[config.mk]
export PLATFORM = sky130hd
export DESIGN_NAME = gha_ctrl
export DESIGN_NICKNAME = d
export VERILOG_FILES = /design/src/hdl/gha_pkg.sv /design/src/hdl/gha_ctrl.sv
export SDC_FILE = /design/constraint.sdc
export NUM_CORES = 1
export LEC_CHECK = 0
export CORE_MARGIN = 1.5
export CORE_UTILIZATION = 55
export CTS_CLUSTER_SIZE = 10
export DETAILED_ROUTE_END_ITERATION = 10
export DONT_BUFFER_PORTS = 1
export GPL_ROUTABILITY_DRIVEN = 0
export PLACE_DENSITY_LB_ADDON = 0.25
export SYNTH_ARGS = -nofsm -noshare
export SYNTH_HDL_FRONTEND = slang
export SYNTH_SLANG_ARGS = --single-unit
[constraint.sdc]
create_clock -name clk -period 4.6 [get_ports clk]
set_input_delay 0.69 -clock clk [delete_from_list [all_inputs] [get_ports clk]]
set_output_delay 0.69 -clock clk [all_outputs]
set_load 0.05 [all_outputs]
[src/hdl/gha_pkg.sv]
// gha_pkg: shared widths, operation and status codes, result word type
// for the generational handle allocator; depends on nothing
package gha_pkg;

	localparam int DEF_SLOTS = 1024;

	localparam int MODE_W    = 2;
	localparam int IN_IDX_W  = 10;
	localparam int GEN_W     = 16;
	localparam int STATUS_W  = 2;
	localparam int OUT_IDX_W = 11;

	localparam logic [MODE_W-1:0] MODE_CREATE  = 2'd0;
	localparam logic [MODE_W-1:0] MODE_DESTROY = 2'd1;
	localparam logic [MODE_W-1:0] MODE_CHECK   = 2'd2;
	localparam logic [MODE_W-1:0] MODE_NEXT    = 2'd3;

	localparam logic [STATUS_W-1:0] ST_OK    = 2'd0;
	localparam logic [STATUS_W-1:0] ST_FULL  = 2'd1;
	localparam logic [STATUS_W-1:0] ST_STALE = 2'd2;
	localparam logic [STATUS_W-1:0] ST_END   = 2'd3;

	typedef struct packed {
		logic [STATUS_W-1:0]  status;
		logic [OUT_IDX_W-1:0] out_index;
		logic [GEN_W-1:0]     out_gen;
	} result_t;

endpackage

[src/hdl/gha_ctrl.sv]
// gha_ctrl: command sequencer, free list head and high-water mark, and the
// read-modify-write of the slot table; depends on gha_pkg
module gha_ctrl #(
	parameter int SLOTS = gha_pkg::DEF_SLOTS,
	localparam int IW   = $clog2(SLOTS),
	localparam int HW_W = $clog2(SLOTS + 1),
	localparam int EW   = 1 + gha_pkg::GEN_W + IW
) (
	input  logic                          clk,
	input  logic                          arst_n,
	input  logic                          start,
	output logic                          busy,
	input  logic [gha_pkg::MODE_W-1:0]    mode,
	input  logic [gha_pkg::IN_IDX_W-1:0]  slot_index,
	input  logic [gha_pkg::GEN_W-1:0]     slot_gen,
	output logic                          done,
	output gha_pkg::result_t              result,
	output logic                          mem_we,
	output logic [IW-1:0]                 mem_waddr,
	output logic [EW-1:0]                 mem_wdata,
	output logic [IW-1:0]                 mem_raddr,
	input  logic [EW-1:0]                 mem_rdata
);

	// pointer wide enough for slot_index + 1 and for the high-water mark
	localparam int PW = (HW_W > gha_pkg::OUT_IDX_W) ? HW_W : gha_pkg::OUT_IDX_W;
	localparam int GW = gha_pkg::GEN_W;

	localparam logic [1:0] S_IDLE = 2'd0;
	localparam logic [1:0] S_EXEC = 2'd1;
	localparam logic [1:0] S_SCAN = 2'd2;

	logic [1:0]      state_q;
	logic            done_q;
	logic [IW-1:0]   free_head_q;
	logic [HW_W-1:0] hw_q;

	logic [gha_pkg::MODE_W-1:0] mode_s1;
	logic [GW-1:0]              gen_s1;
	logic [PW-1:0]              ptr_s1;
	logic                       valid_s1;
	logic                       full_s1;
	logic                       from_list_s1;
	gha_pkg::result_t           result_q;

	logic          accept;
	logic [PW-1:0] ptr_d;
	logic          full_d;
	logic          from_list_d;
	logic [PW-1:0] ptr_next;
	logic [PW-1:0] hw_ext;

	logic            r_alive;
	logic [GW-1:0]   r_gen;
	logic [IW-1:0]   r_link;
	logic [GW-1:0]   gen_inc;
	logic            live;
	logic            fire;
	gha_pkg::result_t res_d;
	logic            scan_more;

	assign accept   = start && (state_q == S_IDLE);
	assign busy     = (state_q != S_IDLE);
	assign done     = done_q;
	assign result   = result_q;
	assign hw_ext   = PW'(hw_q);
	assign ptr_next = ptr_s1 + PW'(1);

	// address of the entry an accepted command needs
	always_comb begin
		ptr_d       = PW'(slot_index);
		full_d      = 1'b0;
		from_list_d = 1'b0;
		case (mode)
			gha_pkg::MODE_CREATE: begin
				if (free_head_q != '0) begin
					ptr_d       = PW'(free_head_q);
					from_list_d = 1'b1;
				end else begin
					ptr_d  = hw_ext;
					full_d = (hw_q == HW_W'(SLOTS));
				end
			end
			gha_pkg::MODE_NEXT: ptr_d = PW'(slot_index) + PW'(1);
			default: ptr_d = PW'(slot_index);
		endcase
	end

	assign scan_more = (state_q == S_SCAN) && valid_s1 && !r_alive;
	assign mem_raddr = scan_more ? ptr_next[IW-1:0] : ptr_d[IW-1:0];

	// the reserved slot and entries at or above the high-water mark were never
	// written: their alive flag and generation read as zero
	assign r_alive = valid_s1 && mem_rdata[EW-1];
	assign r_gen   = valid_s1 ? mem_rdata[IW +: GW] : '0;
	assign r_link  = mem_rdata[IW-1:0];
	assign gen_inc = r_gen + GW'(1);
	assign live    = r_alive && (r_gen == gen_s1);
	assign mem_waddr = ptr_s1[IW-1:0];

	always_comb begin
		fire      = 1'b0;
		mem_we    = 1'b0;
		mem_wdata = {r_alive, r_gen, r_link};
		res_d     = '{status: gha_pkg::ST_END, out_index: hw_ext[gha_pkg::OUT_IDX_W-1:0],
			out_gen: '0};
		case (state_q)
			S_EXEC: begin
				fire = 1'b1;
				case (mode_s1)
					gha_pkg::MODE_CREATE: begin
						if (full_s1) begin
							res_d = '{status: gha_pkg::ST_FULL, out_index: '0, out_gen: '0};
						end else begin
							res_d = '{status: gha_pkg::ST_OK,
								out_index: ptr_s1[gha_pkg::OUT_IDX_W-1:0], out_gen: gen_inc};
							mem_we    = 1'b1;
							mem_wdata = {1'b1, gen_inc, r_link};
						end
					end
					gha_pkg::MODE_DESTROY: begin
						if (live) begin
							res_d = '{status: gha_pkg::ST_OK,
								out_index: ptr_s1[gha_pkg::OUT_IDX_W-1:0], out_gen: gen_s1};
							mem_we    = 1'b1;
							mem_wdata = {1'b0, r_gen, free_head_q};
						end else begin
							res_d = '{status: gha_pkg::ST_STALE,
								out_index: ptr_s1[gha_pkg::OUT_IDX_W-1:0], out_gen: '0};
						end
					end
					gha_pkg::MODE_CHECK: begin
						if (live) begin
							res_d = '{status: gha_pkg::ST_OK,
								out_index: ptr_s1[gha_pkg::OUT_IDX_W-1:0], out_gen: r_gen};
						end else begin
							res_d = '{status: gha_pkg::ST_STALE,
								out_index: ptr_s1[gha_pkg::OUT_IDX_W-1:0], out_gen: '0};
						end
					end
					default: ;
				endcase
			end
			S_SCAN: begin
				if (!valid_s1) begin
					fire = 1'b1;
				end else if (r_alive) begin
					fire  = 1'b1;
					res_d = '{status: gha_pkg::ST_OK,
						out_index: ptr_s1[gha_pkg::OUT_IDX_W-1:0], out_gen: r_gen};
				end
			end
			default: ;
		endcase
	end

	always_ff @(posedge clk or negedge arst_n) begin
		if (!arst_n) begin
			state_q     <= S_IDLE;
			done_q      <= 1'b0;
			free_head_q <= '0;
			hw_q        <= HW_W'(1);
		end else begin
			done_q <= fire;
			case (state_q)
				S_IDLE: begin
					if (accept) begin
						state_q <= (mode == gha_pkg::MODE_NEXT) ? S_SCAN : S_EXEC;
					end
				end
				S_EXEC: begin
					state_q <= S_IDLE;
					if (mode_s1 == gha_pkg::MODE_CREATE && !full_s1) begin
						if (from_list_s1) begin
							free_head_q <= r_link;
						end else begin
							hw_q <= hw_q + HW_W'(1);
						end
					end
					if (mode_s1 == gha_pkg::MODE_DESTROY && live) begin
						free_head_q <= ptr_s1[IW-1:0];
					end
				end
				S_SCAN: begin
					if (fire) begin
						state_q <= S_IDLE;
					end
				end
				default: state_q <= S_IDLE;
			endcase
		end
	end

	always_ff @(posedge clk) begin
		if (accept) begin
			mode_s1      <= mode;
			gen_s1       <= slot_gen;
			ptr_s1       <= ptr_d;
			valid_s1     <= (ptr_d < hw_ext) && (ptr_d != '0);
			full_s1      <= full_d;
			from_list_s1 <= from_list_d;
		end else if (scan_more) begin
			ptr_s1   <= ptr_next;
			valid_s1 <= (ptr_next < hw_ext);
		end
		if (fire) begin
			result_q <= res_d;
		end
	end

endmodule

; ---- Word-level counts from Yosys, hierarchy flattened
; Index checks and enable logic that the tools add are counted.
[totals]
regBits = 85
inputBits = 58
out_inout_bits = 79
word_cells = 87
[classes]
addsub = 4
n_lt_le_gt_ge = 2
n_eq_ne = 9
mux = 34
bitwise = 2
n_reduce_logical = 23
[ops]
columns = op, n
row1 = two-way mux 29 bit, 4
row2 = case mux 29 bit (3 select lines), 1
row3 = two-way mux 27 bit, 3
row4 = case mux 29 bit (2 select lines), 1
row5 = case mux 27 bit (2 select lines), 1
row6 = two-way mux 10 bit, 4
row7 = two-way mux 11 bit, 3
row8 = two-way mux 28 bit, 1
row9 = "adder 11 x 1 -> 11 bit, second input constant", 2
row10 = < comparator 11 bit, 2
row11 = case mux 11 bit (2 select lines), 1
row12 = "adder 16 x 1 -> 16 bit, second input constant", 1
row13 = == test 16 bit, 1
row14 = two-way mux 16 bit, 1
row15 = "adder 10 x 1 -> 11 bit, second input constant", 1
row16 = "== test 11 bit, second input constant", 1
row17 = nonzero test 11 bit, 1
row18 = nonzero test 10 bit, 1
row19 = logical AND 1 bit, 8
row20 = two-way mux 1 bit, 8
row21 = nonzero test 2 bit, 4
row22 = "== test 2 bit, second input constant", 3
row23 = zero test 2 bit, 3
row24 = two-way mux 2 bit, 3
row25 = other kinds (9), 15

; ---- Longest topological paths before layout
; Gate-level depths: netlist of the first run.
[depth]
ltp_word = 6
mapped_depth = 13
ltp_nobuf = 12

; ---- Worst setup path after synthesis of the first run
; No wires, ideal clock.
[synth_path]
path_kind = input port to output port
start = in mem_rdata[13]
end = out mem_we
t_arrival_ps = 3104
required_ps = 3910
setup_slack_ps = 806
path_stages = 11
path_buffers = 5
cell_sequence = buf_2 -> o21a_1 -> nor3_1 -> o22ai_1 -> or4_1 -> buf_2 -> or4b_1 -> buf_2 -> buf_6 -> buf_6 -> nand2_1
[synth_between]
elab_chain_cells = 6
[synth_lines]
columns = element, line_no
row1 = start: declaration, gha_ctrl.sv:22  ; input logic [EW-1:0] mem_rdata
row2 = two-way mux 16 bit, gha_ctrl.sv:95  ; assign r_gen = valid_s1 ? mem_rdata[IW +: GW] : '0;
row3 = == test 16 bit, gha_ctrl.sv:98  ; assign live = r_alive && (r_gen == gen_s1);
row4 = logical AND 1 bit, gha_ctrl.sv:98
row5 = two-way mux 1 bit, gha_ctrl.sv:122  ; if (live) begin
row6 = case mux 1 bit (2 select lines), gha_ctrl.sv:110  ; case (mode_s1)
row7 = two-way mux 1 bit, gha_ctrl.sv:107  ; case (state_q)
row8 = end: declaration, gha_ctrl.sv:18  ; output logic mem_we,
; No other way between the ends.

; ---- Final worst setup path of the first run
[layout_path]
start = reg valid_s1
end = out mem_wdata[0]
[layout_between]
elab_chain_cells = 6
word_cells_on_any_way = 7
classes_between = eq/ne: 1 / mux: 4 / reduce/logical: 2
[layout_lines]
columns = element, line_no
row1 = start: declaration, gha_ctrl.sv:41  ; logic valid_s1;
row2 = start signal: assignment, gha_ctrl.sv:199  ; valid_s1 <= (ptr_d < hw_ext) && (ptr_d != '0);
row3 = start signal: assignment, gha_ctrl.sv:204  ; valid_s1 <= (ptr_next < hw_ext);
row4 = two-way mux 16 bit, gha_ctrl.sv:95
row5 = == test 16 bit, gha_ctrl.sv:98
row6 = logical AND 1 bit *, gha_ctrl.sv:98
row7 = two-way mux 27 bit *, gha_ctrl.sv:122
row8 = case mux 27 bit (2 select lines) *, gha_ctrl.sv:110
row9 = two-way mux 27 bit *, gha_ctrl.sv:107
row10 = end: declaration, gha_ctrl.sv:20  ; output logic [EW-1:0] mem_wdata,
; Every way passes the cells marked *; elsewhere a longest branch is shown, timed or not.

==> metrics.txt, run 1 <==
# TYPE chip_impl_metric gauge
chip_impl_info{name="status",value="complete, no violations"} 1
chip_impl_metric{name="dieHeight",unit="µm"} 111
chip_impl_metric{name="grt.overflow.total",unit=""} 0
chip_impl_metric{name="grt_use_total",unit="%"} 30.0
chip_impl_metric{name="holdWs",unit="ns"} 0.0349
chip_impl_metric{name="r2r_slack",unit="ns"} 1.00
chip_impl_metric{name="power.ir.vdd_worst",unit="mV"} 0.348
chip_impl_metric{name="grt_pass1_wl",unit="mm"} 29.1
chip_impl_metric{name="ys_warn_count",unit=""} 0
chip_impl_metric{name="route.final.wire_length",unit="mm"} 18.6
chip_impl_metric{name="cp_data_required_time",unit="ns"} 3.91
chip_impl_info{name="worstReg2RegEnd",value="valid_s1"} 1
chip_impl_metric{name="cp_data_arrival_time",unit="ns"} 3.69
chip_impl_metric{name="met1_length",unit="mm"} 7.83
chip_impl_metric{name="worst_clock_skew",unit="ns"} 0.00728
chip_impl_metric{name="initial_antenna_violation_count",unit=""} 0
chip_impl_metric{name="synth_nets",unit=""} 802
chip_impl_info{name="synth_ff_type",value="sky130_fd_sc_hd__edfxtp_1"} 1
chip_impl_metric{name="cts.reportedPaths.clkPinSlew",unit="ns"} 0.07
chip_impl_metric{name="critical_path_peak_fanout",unit=""} 31
chip_impl_metric{name="static-leakage-power",unit="nW"} 2.46
chip_impl_metric{name="floorplan.initialDensity",unit="%"} 56.1
chip_impl_metric{name="finalHoldViolations",unit=""} 0
chip_impl_metric{name="routed_wire_length_per_instance",unit="µm"} 21.9
chip_impl_metric{name="detailedRoute.firstPassIterationCount",unit=""} 7
chip_impl_metric{name="cp.buffers_inverters",unit=""} 3
chip_impl_metric{name="floorplan.io_pins",unit=""} 137
chip_impl_info{name="mostFrequentLayoutCells",value="sky130_fd_sc_hd__nand2_1 (78), sky130_fd_sc_hd__edfxtp_1 (61), sky130_fd_sc_hd__a21oi_1 (52), sky130_fd_sc_hd__nor2_1 (48)"} 1
chip_impl_metric{name="finalCoreUtilization",unit="%"} 60.0
chip_impl_metric{name="period_needed",unit="ns"} 4.38
chip_impl_info{name="crit_path_cell_trace",value="clkbuf_8 > o21a_1 > nor3_1 > o22ai_1 > or4_1 > or4b_1 > buf_4 > mux2_1 > buf_4"} 1
chip_impl_info{name="critical-path-slowest-cell",value="sky130_fd_sc_hd__or4_1"} 1
chip_impl_metric{name="maxCapViolCount",unit=""} 0
chip_impl_metric{name="sequential_fraction_of_the_synthesis_area",unit="%"} 38.1
chip_impl_info{name="dr.max_layer_used",value="met4"} 1
chip_impl_info{name="regToRegStartpoint",value="free_head_q[0]"} 1
chip_impl_metric{name="layout.filler_cells",unit=""} 961
chip_impl_info{name="timing.critical_path.to_type",value="output port"} 1
chip_impl_metric{name="synth_cell_type_count",unit=""} 64
chip_impl_metric{name="p_total",unit="mW"} 3.91
chip_impl_metric{name="area_growth",unit="%"} 6.94
chip_impl_metric{name="pd_cells",unit="nW/µm²"} 574
chip_impl_metric{name="cts_inserted_buffers",unit=""} 9
chip_impl_metric{name="hpwlAfterDp",unit="mm"} 14.0
chip_impl_metric{name="met3_layer_wire_length_in_the_routed_design",unit="mm"} 2.63
chip_impl_info{name="cts_tree",value="yes"} 1
chip_impl_metric{name="synth-seq-cells",unit=""} 85
chip_impl_metric{name="detailroute.via_count",unit=""} 5858
chip_impl_metric{name="fp.dieArea",unit="µm²"} 12300
chip_impl_metric{name="netlist_instances",unit=""} 713
chip_impl_metric{name="detailroute.wirelength.met2",unit="mm"} 7.75
chip_impl_metric{name="period_share",unit="%"} 95.2
chip_impl_metric{name="relSlewSlack",unit="%"} 24.1
chip_impl_metric{name="worst_slew_pin_slew",unit="ns"} 1.13
chip_impl_metric{name="dpl-instance-area",unit="µm²"} 6500
chip_impl_metric{name="clkLatencyLatePin",unit="ns"} 0.34
chip_impl_metric{name="syn-cell-area",unit="µm²"} 6380
chip_impl_metric{name="drive_gt1_share",unit="%"} 10.2
chip_impl_metric{name="clock_tree.htree_level_count",unit=""} 3
chip_impl_info{name="grt_setup_unrepaired",value="false"} 1
chip_impl_metric{name="number_of_instances_resized_during_post_cts_repair",unit=""} 0
chip_impl_metric{name="timing.final.max_slew_violations",unit=""} 0
chip_impl_metric{name="drc_violation_count_after_routing",unit=""} 0
chip_impl_metric{name="number_of_input_and_output_port_buffers_inserted",unit=""} 0
chip_impl_metric{name="syn-mean-instance-area",unit="µm²"} 8.95
chip_impl_metric{name="num-nets-final",unit=""} 788
chip_impl_info{name="cts_root_buf",value="sky130_fd_sc_hd__clkbuf_16"} 1
chip_impl_metric{name="critPathMaxStageDelay",unit="ns"} 0.68
chip_impl_metric{name="fp.dieW",unit="µm"} 111
chip_impl_info{name="cpMostUsedCell",value="sky130_fd_sc_hd__buf_4"} 1
chip_impl_metric{name="worst_r2r_path_depth",unit=""} 10
chip_impl_metric{name="fp.coreArea",unit="µm²"} 11400
chip_impl_info{name="path_class",value="flip-flop to output port"} 1
chip_impl_metric{name="post-route-cell-area",unit="µm²"} 6820
chip_impl_metric{name="synth_edf_count",unit=""} 61
chip_impl_metric{name="clock_sinks",unit=""} 85
chip_impl_info{name="worst_hold_path_type",value="primary input to asynchronous set/reset pin"} 1
chip_impl_metric{name="timing.final.setup_violations",unit=""} 0
chip_impl_metric{name="fmax",unit="MHz"} 228
chip_impl_metric{name="placementRows",unit=""} 39
chip_impl_metric{name="postSynth.asyncResetShare",unit="%"} 28.2
chip_impl_info{name="startpoint_type",value="flip-flop"} 1
chip_impl_metric{name="setup_total_neg_slack",unit="ns"} 0
chip_impl_metric{name="antenna-diode-count",unit=""} 0
chip_impl_metric{name="detail_route.vias_per_cell",unit=""} 6.92
chip_impl_metric{name="final_antenna_net_count",unit=""} 0
chip_impl_info{name="final_common_cell",value="sky130_fd_sc_hd__nand2_1"} 1
chip_impl_metric{name="vias_in_the_first_global_route",unit=""} 5286
chip_impl_metric{name="maximum_buffer_depth_of_the_clock_tree",unit=""} 2
chip_impl_metric{name="largest_net_degree_at_the_start_of_global_routing",unit=""} 32
chip_impl_metric{name="dr.first_iter.drc_count",unit=""} 719
chip_impl_info{name="crit_path_max_delay_family",value="simple AND/OR/NAND/NOR gates"} 1
[synth_stat cells (9+ instances only)]
cell                        n  share of area (%)
sky130_fd_sc_hd__a22o_1    11                1.5
sky130_fd_sc_hd__xor2_1    25                3.4
sky130_fd_sc_hd__ha_1      31                6.1
sky130_fd_sc_hd__buf_4     11                1.3
sky130_fd_sc_hd__o21a_1    12                1.4
sky130_fd_sc_hd__nand2_1   78                4.6
sky130_fd_sc_hd__nand4_1   14                1.4
sky130_fd_sc_hd__nor3_1    20                1.6
sky130_fd_sc_hd__a211oi_1  11                1.3
sky130_fd_sc_hd__a21oi_1   52                4.1
sky130_fd_sc_hd__nand3_1   36                2.8
sky130_fd_sc_hd__inv_1     36                2.1
sky130_fd_sc_hd__o22ai_1   25                2.5
sky130_fd_sc_hd__clkbuf_1  23                1.4
sky130_fd_sc_hd__o21ai_0   28                2.2
sky130_fd_sc_hd__a21oi_2    9                1.2
sky130_fd_sc_hd__edfxtp_1  61                 29
sky130_fd_sc_hd__nand4b_1   9                1.2
sky130_fd_sc_hd__nor2_1    49                2.9
sky130_fd_sc_hd__xnor2_1   19                2.6
sky130_fd_sc_hd__dfrtp_1   23                9.0
sky130_fd_sc_hd__buf_2     14                1.1
[state kept, by name (all words and copies together), names as in the netlist]
register	count
result	29
gen_s1	16
hw_ext	11
ptr_s1	11
free_head_q	10
mode_s1	2
state_q	2
done	1
from_list_s1	1
full_s1	1
valid_s1	1
[metal layers]
layer  vias to the layer above  track usage (%)
met5                         -                0
met4                         0             8.89
met3                        39             8.04
met2                       451             41.9
met1                      2755             45.4
li1                       2613                -
[worst register-to-register path: cells and delay by family (launching register included)]
family                   cells  cell delay (ns)
buffers and inverters        1             0.08
adder cells (fa/ha/maj)      1             0.23
flip-flops                   1             0.46
AND/OR/NAND/NOR              2             1.25
AO/OA/AOI/OAI                6             1.43
[how the worst max path moves through the flow]
| stage | from | end | slack (ns) | cells past startpoint |
|---|---|---|---|---|
| after global routing | valid_s1 | mem_wdata[0] | 0.08 | 9 |
| after floorplan | mem_rdata[13] | mem_we | 0.81 | 11 |
| after global placement | valid_s1 | mem_wdata[0] | 0.65 | 8 |
| after CTS | valid_s1 | mem_wdata[0] | 0.14 | 8 |
| final | valid_s1 | mem_wdata[0] | 0.22 | 9 |
| after detailed placement | valid_s1 | mem_wdata[0] | 0.51 | 8 |
[area by class of cell]
| class | count | area (µm²) | share of cell area [%] |
|---|---|---|---|
| Tap cell | 143 | 179 | 2.62 |
| Multi-Input combinational cell | 536 | 3530 | 51.7 |
| Inverter | 37 | 139 | 2.04 |
| Sequential cell | 85 | 2430 | 35.7 |
| Clock inverter | 7 | 85.1 | 1.25 |
| Clock buffer | 9 | 225 | 3.30 |
| Timing Repair Buffer | 30 | 231 | 3.39 |
[cell families after synthesis]
kind of cell               count (synthesis)  synth area share, %
and+or+nand+nor                          247                 19.1
AOI/OAI and AO/OA                        194                 20.3
buffers and inverters                     92                 6.57
DFF                                       85                 38.1
xor gates and xnor gates                  44                 6.04
adders and majority gates                 31                 6.08
muxes                                     20                 3.84
[power breakdown]
part	switching, mW	internal (mW)
Clock	0.314	0.428
Sequential	0.630	1.11
Combinational	0.965	0.467
Total	1.91	2.00
[what timing repair did]
action                                  in CTS  in global routing
hold buffers                                 0                  0
endpoints found under the setup margin       0                  6
buffers inserted                             0                  1
[stage by stage]
| stage | std cells | worst slack (ns) |
|---|---|---|
| 2_1_floorplan | 713 | 0.806 |
| 3_3_place_gp | 830 | 0.651 |
| 3_5_place_dp | 830 | 0.512 |
| 4_1_cts | 846 | 0.145 |
| 5_1_grt | 847 | 0.0766 |
| 6_report | 847 | 0.223 |
Power figures use the tool's default switching activity.
==> inputs of run 2 (changes only) <==
Clock period 4.6 ns to 4.83 ns, I/O delays scaled along.
==> run 2 against run 1 <==
Effect of this change:
- design area fell by 0.84%
- register-to-register slack improved by 0.22 ns
- global-route usage increased by 0.31 points
- non-clock buffer count shrank 3
- clock power down 12%
- highest routed layer unchanged
- first-iteration DRC count grew 9.3%
- sequential share of layout area grew 0.30 points
- die area unchanged
==> metrics.txt, run 2 (synthesis results as in run 1) <==
# TYPE chip_impl_metric gauge
chip_impl_info{name="grt_setup_unrepaired",value="false"} 1
chip_impl_metric{name="relSlewSlack",unit="%"} 24.1
chip_impl_info{name="crit_path_start",value="valid_s1"} 1
chip_impl_info{name="status",value="complete, no violations"} 1
chip_impl_metric{name="critical_path_peak_fanout",unit=""} 31
chip_impl_metric{name="routed_wire_length_per_instance",unit="µm"} 22.4
chip_impl_metric{name="clock_sinks",unit=""} 85
chip_impl_metric{name="finalHoldViolations",unit=""} 0
chip_impl_metric{name="area_growth",unit="%"} 6.04
chip_impl_metric{name="fp.dieW",unit="µm"} 111
chip_impl_metric{name="hpwlAfterDp",unit="mm"} 14.1
chip_impl_metric{name="largest_net_degree_at_the_start_of_global_routing",unit=""} 32
chip_impl_metric{name="worst_slew_pin_slew",unit="ns"} 1.13
chip_impl_metric{name="finalCoreUtilization",unit="%"} 59.5
chip_impl_metric{name="clock_tree.htree_level_count",unit=""} 3
chip_impl_metric{name="antenna-diode-count",unit=""} 0
chip_impl_metric{name="period_share",unit="%"} 91.7
chip_impl_metric{name="num-nets-final",unit=""} 785
chip_impl_metric{name="p_sw_share",unit="%"} 49.6
chip_impl_metric{name="worst_clock_skew",unit="ns"} 0.00799
chip_impl_metric{name="vias_in_the_first_global_route",unit=""} 5364
chip_impl_metric{name="timing.final.setup_violations",unit=""} 0
chip_impl_info{name="startpoint_type",value="flip-flop"} 1
chip_impl_metric{name="fp.coreArea",unit="µm²"} 11400
chip_impl_metric{name="period_needed",unit="ns"} 4.43
chip_impl_metric{name="final_antenna_net_count",unit=""} 0
chip_impl_metric{name="cp_data_arrival_time",unit="ns"} 3.71
chip_impl_info{name="timing.critical_path.to_type",value="output port"} 1
chip_impl_metric{name="detail_route.vias_per_cell",unit=""} 6.82
chip_impl_metric{name="cts_inserted_buffers",unit=""} 9
chip_impl_metric{name="dpl-instance-area",unit="µm²"} 6480
chip_impl_metric{name="post-route-cell-area",unit="µm²"} 6770
chip_impl_metric{name="maximum_buffer_depth_of_the_clock_tree",unit=""} 2
chip_impl_metric{name="setup_total_neg_slack",unit="ns"} 0
chip_impl_metric{name="fmax",unit="MHz"} 226
chip_impl_metric{name="static-leakage-power",unit="nW"} 2.43
chip_impl_metric{name="floorplan.initialDensity",unit="%"} 56.1
chip_impl_metric{name="largest_register_ff_count",unit=""} 29
chip_impl_metric{name="maxCapViolCount",unit=""} 0
chip_impl_metric{name="drive_gt1_share",unit="%"} 9.70
chip_impl_metric{name="power_frac_clock",unit="%"} 17.8
chip_impl_metric{name="grt.overflow.total",unit=""} 0
chip_impl_metric{name="fp.dieArea",unit="µm²"} 12300
chip_impl_metric{name="power.ir.vdd_worst",unit="mV"} 0.333
chip_impl_metric{name="clkLatencyLatePin",unit="ns"} 0.34
chip_impl_metric{name="share_seq_of_total_power",unit="%"} 45.1
chip_impl_info{name="path_class",value="flip-flop to output port"} 1
chip_impl_metric{name="power.switching",unit="mW"} 1.82
chip_impl_info{name="mostFrequentLayoutCells",value="sky130_fd_sc_hd__nand2_1 (78), sky130_fd_sc_hd__edfxtp_1 (61), sky130_fd_sc_hd__a21oi_1 (52), sky130_fd_sc_hd__nor2_1 (48)"} 1
chip_impl_metric{name="cp_data_required_time",unit="ns"} 4.11
chip_impl_metric{name="route.final.wire_length",unit="mm"} 18.9
chip_impl_info{name="cts_root_buf",value="sky130_fd_sc_hd__clkbuf_16"} 1
chip_impl_metric{name="timing.final.max_slew_violations",unit=""} 0
chip_impl_metric{name="dr.first_iter.drc_count",unit=""} 786
chip_impl_metric{name="detailroute.via_count",unit=""} 5752
chip_impl_metric{name="drc_violation_count_after_routing",unit=""} 0
chip_impl_info{name="final_common_cell",value="sky130_fd_sc_hd__nand2_1"} 1
chip_impl_metric{name="grt_use_total",unit="%"} 30.3
chip_impl_metric{name="power_report.internal_total",unit="mW"} 1.85
chip_impl_metric{name="initial_antenna_violation_count",unit=""} 0
chip_impl_metric{name="floorplan.io_pins",unit=""} 137
chip_impl_metric{name="grt_pass1_wl",unit="mm"} 29.4
chip_impl_metric{name="cts.reportedPaths.clkPinSlew",unit="ns"} 0.07
chip_impl_metric{name="placementRows",unit=""} 39
chip_impl_metric{name="number_of_input_and_output_port_buffers_inserted",unit=""} 0
chip_impl_metric{name="pd_cells",unit="nW/µm²"} 543
chip_impl_metric{name="dieHeight",unit="µm"} 111
chip_impl_info{name="cts_tree",value="yes"} 1
chip_impl_metric{name="gate_power_share",unit="%"} 37.1
chip_impl_info{name="worst_hold_path_type",value="primary input to asynchronous set/reset pin"} 1
chip_impl_metric{name="detailedRoute.firstPassIterationCount",unit=""} 6
chip_impl_info{name="regToRegStartpoint",value="free_head_q[0]"} 1
[run 2: changes by cell type in the layout (fill, tap and decap cells not counted)]
cell and change:
sky130_fd_sc_hd__clkinv_2 +1, sky130_fd_sc_hd__clkbuf_1 +1, sky130_fd_sc_hd__bufinv_16 -1, sky130_fd_sc_hd__buf_4 -3, sky130_fd_sc_hd__inv_8 +1, sky130_fd_sc_hd__clkinv_4 -1
sky130_fd_sc_hd__clkinv_8 -1
[run 2: power by group through the flow]
stage / combinational [mW] / sequential [mW] / clock (mW)
after CTS: 1.32 / 1.65 / 0.656
after global placement: 1.27 / 1.65 / 0
final: 1.36 / 1.66 / 0.655
after global routing: 1.48 / 1.68 / 0.683
after detailed placement: 1.31 / 1.66 / 0
after floorplan: 1.23 / 1.41 / 0
[run 2: cell type report]
class                      count  area [µm²]
timing repair buffer          27         209
clock inverter                 6        46.3
inverter                      37         139
fill                         993        4600
multi-input combinational    536        3530
tap                          143         179
sequential                    85        2430
clock buffer                  10         229
[run 2: timing repair]
action	CTS	global route
setup endpoints to repair	0	1
setup buffers	0	1
hold buffers	0	0
resized for setup	0	0
[run 2: final timing paths]
path	endpoint	slack [ns]	cells past startpoint
max in group asynchronous	hw_ext[0]	4.58	0
hold reg to reg	state_q[1]	0.54	1
hold / removal	free_head_q[7]	0.07	0
min in group clk	gen_s1[8]	0.48	0
setup / recovery	mem_wdata[0]	0.40	9
setup reg to reg	valid_s1	1.22	10
[run 2: layer usage]
| layer | vias to the layer above | track usage, % | share of wire [%] |
|---|---|---|---|
| met5 | - | 0 | 0 |
| met4 | 0 | 7.86 | 1.7 |
| met3 | 35 | 10.0 | 13 |
| met2 | 390 | 42.2 | 42 |
| met1 | 2719 | 45.2 | 44 |
| li1 | 2608 | - | - |
[run 2: stage by stage]
| step | instances | total power, mW | setup slack (ns) | hold WS (ns) |
|---|---|---|---|---|
| 2_1_floorplan | 713 | 2.64 | 0.967 | 0.429 |
| 3_3_place_gp | 827 | 2.92 | 0.827 | 0.430 |
| 3_5_place_dp | 827 | 2.98 | 0.704 | 0.430 |
| 4_1_cts | 843 | 3.63 | 0.316 | 0.0666 |
| 5_1_grt | 844 | 3.84 | 0.285 | 0.0591 |
| 6_report | 844 | 3.67 | 0.400 | 0.0673 |
[run 2: critical path, stage by stage, from the launching register on]
cell and delay, ns:
sky130_fd_sc_hd__edfxtp_1 0.62, sky130_fd_sc_hd__clkbuf_8 0.29, sky130_fd_sc_hd__o21a_1 0.11, sky130_fd_sc_hd__nor3_1 0.16, sky130_fd_sc_hd__o22ai_1 0.13, sky130_fd_sc_hd__or4_1 0.67, sky130_fd_sc_hd__or4b_1 0.51, sky130_fd_sc_hd__buf_4 0.28
sky130_fd_sc_hd__mux2_1 0.37, sky130_fd_sc_hd__buf_4 0.19
==> inputs of run 3 (changes only) <==
--- a/config.mk
+++ b/config.mk
@@ -6,6 +6,8 @@
 export NUM_CORES = 1
 export LEC_CHECK = 0
+export CELL_PAD_IN_SITES_DETAIL_PLACEMENT = 1
+export CELL_PAD_IN_SITES_GLOBAL_PLACEMENT = 1
 export CORE_MARGIN = 1.5
-export CORE_UTILIZATION = 55
+export CORE_UTILIZATION = 49
 export CTS_CLUSTER_SIZE = 10
 export DETAILED_ROUTE_END_ITERATION = 10
@@ -13,4 +15,5 @@
 export GPL_ROUTABILITY_DRIVEN = 0
 export PLACE_DENSITY_LB_ADDON = 0.25
+export SETUP_SLACK_MARGIN = 0.5
 export SYNTH_ARGS = -nofsm -noshare
 export SYNTH_HDL_FRONTEND = slang
==> constraint.sdc (replaced) <==
create_clock -name clk -period 4.83 [get_ports clk]
set_input_delay 0.7245 -clock clk [delete_from_list [all_inputs] [get_ports clk]]
set_output_delay 0.7245 -clock clk [all_outputs]
set_load 0.005 [all_outputs]
==> run 3 against run 2 <==
Effect of this change:
- critical path depth did not move
- design area increased by 0.15%
- worst setup slack improved by 0.32 ns
- largest cell class unchanged
- largest power group unchanged
==> metrics.txt, run 3 (synthesis results as in run 1) <==
# TYPE chip_impl_metric gauge
chip_impl_info{name="status",value="complete, no violations"} 1
chip_impl_metric{name="worst_clock_skew",unit="ns"} 0.0102
chip_impl_metric{name="num-nets-final",unit=""} 772
chip_impl_metric{name="largest_register_ff_count",unit=""} 29
chip_impl_info{name="mostFrequentLayoutCells",value="sky130_fd_sc_hd__nand2_1 (78), sky130_fd_sc_hd__edfxtp_1 (61), sky130_fd_sc_hd__a21oi_1 (52), sky130_fd_sc_hd__nor2_1 (48)"} 1
chip_impl_metric{name="maximum_buffer_depth_of_the_clock_tree",unit=""} 2
chip_impl_info{name="cts_tree",value="yes"} 1
chip_impl_info{name="regToRegStartpoint",value="mode_s1[1]"} 1
chip_impl_metric{name="detailedRoute.firstPassIterationCount",unit=""} 6
chip_impl_metric{name="drive_gt1_share",unit="%"} 7.99
chip_impl_metric{name="finalHoldViolations",unit=""} 0
chip_impl_metric{name="period_needed",unit="ns"} 4.11
chip_impl_metric{name="power.ir.vdd_worst",unit="mV"} 0.269
chip_impl_info{name="timing.critical_path.to_type",value="output port"} 1
chip_impl_info{name="cts_root_buf",value="sky130_fd_sc_hd__clkbuf_16"} 1
chip_impl_metric{name="timing.final.max_slew_violations",unit=""} 0
chip_impl_info{name="final_common_cell",value="sky130_fd_sc_hd__nand2_1"} 1
chip_impl_metric{name="drc_violation_count_after_routing",unit=""} 0
chip_impl_info{name="worst_hold_path_type",value="primary input to asynchronous set/reset pin"} 1
chip_impl_metric{name="largest_net_degree_at_the_start_of_global_routing",unit=""} 32
chip_impl_metric{name="post_cts_setup_buffer_count",unit=""} 3
chip_impl_metric{name="floorplan.io_pins",unit=""} 137
chip_impl_metric{name="period_share",unit="%"} 85.1
chip_impl_metric{name="worst_slew_pin_slew",unit="ns"} 0.915
chip_impl_metric{name="clock_tree.htree_level_count",unit=""} 3
chip_impl_metric{name="floorplan.initialDensity",unit="%"} 50.4
chip_impl_metric{name="grt_use_total",unit="%"} 31.8
chip_impl_metric{name="cts_inserted_buffers",unit=""} 9
chip_impl_metric{name="routed_wire_length_per_instance",unit="µm"} 24.8
chip_impl_metric{name="number_of_instances_resized_during_post_cts_repair",unit=""} 0
chip_impl_metric{name="initial_antenna_violation_count",unit=""} 0
chip_impl_metric{name="route.final.wire_length",unit="mm"} 21.3
chip_impl_metric{name="static-leakage-power",unit="nW"} 2.39
chip_impl_metric{name="number_of_input_and_output_port_buffers_inserted",unit=""} 0
chip_impl_metric{name="r2r_slack",unit="ns"} 1.30
chip_impl_metric{name="cts_hold_repair.buffers",unit=""} 0
chip_impl_info{name="startpoint_type",value="flip-flop"} 1
chip_impl_metric{name="dieHeight",unit="µm"} 117
chip_impl_metric{name="cts.reportedPaths.clkPinSlew",unit="ns"} 0.07
chip_impl_metric{name="fp.coreArea",unit="µm²"} 12700
chip_impl_metric{name="holdWs",unit="ns"} 0.0477
chip_impl_metric{name="grt.overflow.total",unit=""} 0
chip_impl_metric{name="maxCapViolCount",unit=""} 0
chip_impl_metric{name="detailroute.via_count",unit=""} 5781
chip_impl_metric{name="grt_pass1_wl",unit="mm"} 32.2
chip_impl_metric{name="final_antenna_net_count",unit=""} 0
chip_impl_metric{name="fmax",unit="MHz"} 243
chip_impl_metric{name="pd_cells",unit="nW/µm²"} 494
chip_impl_info{name="grt_setup_unrepaired",value="false"} 1
chip_impl_info{name="path_class",value="flip-flop to output port"} 1
chip_impl_metric{name="fp.dieW",unit="µm"} 117
chip_impl_metric{name="setup_total_neg_slack",unit="ns"} 0
chip_impl_metric{name="critical_path_peak_fanout",unit=""} 31
chip_impl_metric{name="hpwlAfterDp",unit="mm"} 15.9
chip_impl_metric{name="cp_data_required_time",unit="ns"} 4.11
chip_impl_metric{name="antenna-diode-count",unit=""} 0
chip_impl_metric{name="timing.final.setup_violations",unit=""} 0
chip_impl_metric{name="dr.first_iter.drc_count",unit=""} 554
chip_impl_metric{name="detail_route.vias_per_cell",unit=""} 6.72
chip_impl_metric{name="placementRows",unit=""} 41
chip_impl_metric{name="fp.dieArea",unit="µm²"} 13700
chip_impl_metric{name="clkLatencyLatePin",unit="ns"} 0.36
chip_impl_metric{name="cp_data_arrival_time",unit="ns"} 3.39
chip_impl_metric{name="worst_r2r_path_depth",unit=""} 6
chip_impl_metric{name="clock_sinks",unit=""} 85
chip_impl_metric{name="relSlewSlack",unit="%"} 38.5
chip_impl_metric{name="area_growth",unit="%"} 6.20
chip_impl_info{name="worstReg2RegEnd",value="hw_ext[9]"} 1
chip_impl_metric{name="vias_in_the_first_global_route",unit=""} 5599
-- run 3: cell types whose count changed in the layout (fill, tap and decap cells not counted), sizes merged --
cell    before  now
buf         26   14
bufinv       0    3
clkbuf      11   10
clkinv       4    1
-- run 3: per-layer routing --
metal | GRT usage (%) | share of wire, % | vias to the layer above
met1 | 45.2 | 43 | 2833
met5 | 0 | 0 | -
met3 | 9.01 | 11 | 48
li1 | - | - | 2568
met2 | 47.5 | 44 | 332
met4 | 9.32 | 2.2 | 0
-- run 3: report_power, final --
part / leakage, nW / internal [mW] / switching [mW]
logic: 1.35 / 0.419 / 0.763
registers: 0.879 / 1.05 / 0.275
clock network: 0.167 / 0.513 / 0.323
total: 2.39 / 1.98 / 1.36
-- run 3: how the worst max path moves through the flow --
stage,from,end,slack [ns],depth (start not counted)
2_1_floorplan,mem_rdata[13],mem_wdata[2],1.17,10
3_3_place_gp,valid_s1,mem_wdata[0],0.85,8
3_5_place_dp,valid_s1,mem_wdata[0],0.72,8
4_1_cts,valid_s1,mem_wdata[0],0.77,9
5_1_grt,valid_s1,mem_wdata[0],0.60,9
6_report,valid_s1,mem_wdata[0],0.72,9
-- run 3: critical path, cell delays in order, from the launching register on --
cell	delay, ns
sky130_fd_sc_hd__edfxtp_1	0.44
sky130_fd_sc_hd__buf_6	0.20
sky130_fd_sc_hd__buf_4	0.19
sky130_fd_sc_hd__o21a_1	0.11
sky130_fd_sc_hd__nor3_1	0.13
sky130_fd_sc_hd__o22ai_1	0.11
sky130_fd_sc_hd__or4_1	0.65
sky130_fd_sc_hd__or4b_1	0.52
sky130_fd_sc_hd__buf_4	0.28
sky130_fd_sc_hd__mux2_1	0.38
-- run 3: layout make-up --
type,count,area [µm²]
sequential,85,2430
fill,1486,5900
clock inverter,6,120
tap,172,215
clock buffer,10,229
timing repair buffer,14,109
multi-input combinational,536,3530
inverter,37,139
-- run 3: through the flow --
step	instance area, µm²	cells	total power [mW]	utilization, %	setup slack, ns
after floorplan	6380	713	2.10	-	1.17
after global placement	6400	841	2.38	50.5	0.854
after detailed placement	6400	841	2.45	50.5	0.717
after CTS	6780	860	3.32	53.5	0.770
after global routing	6780	860	3.50	53.5	0.601
final	6780	860	3.35	53.5	0.717
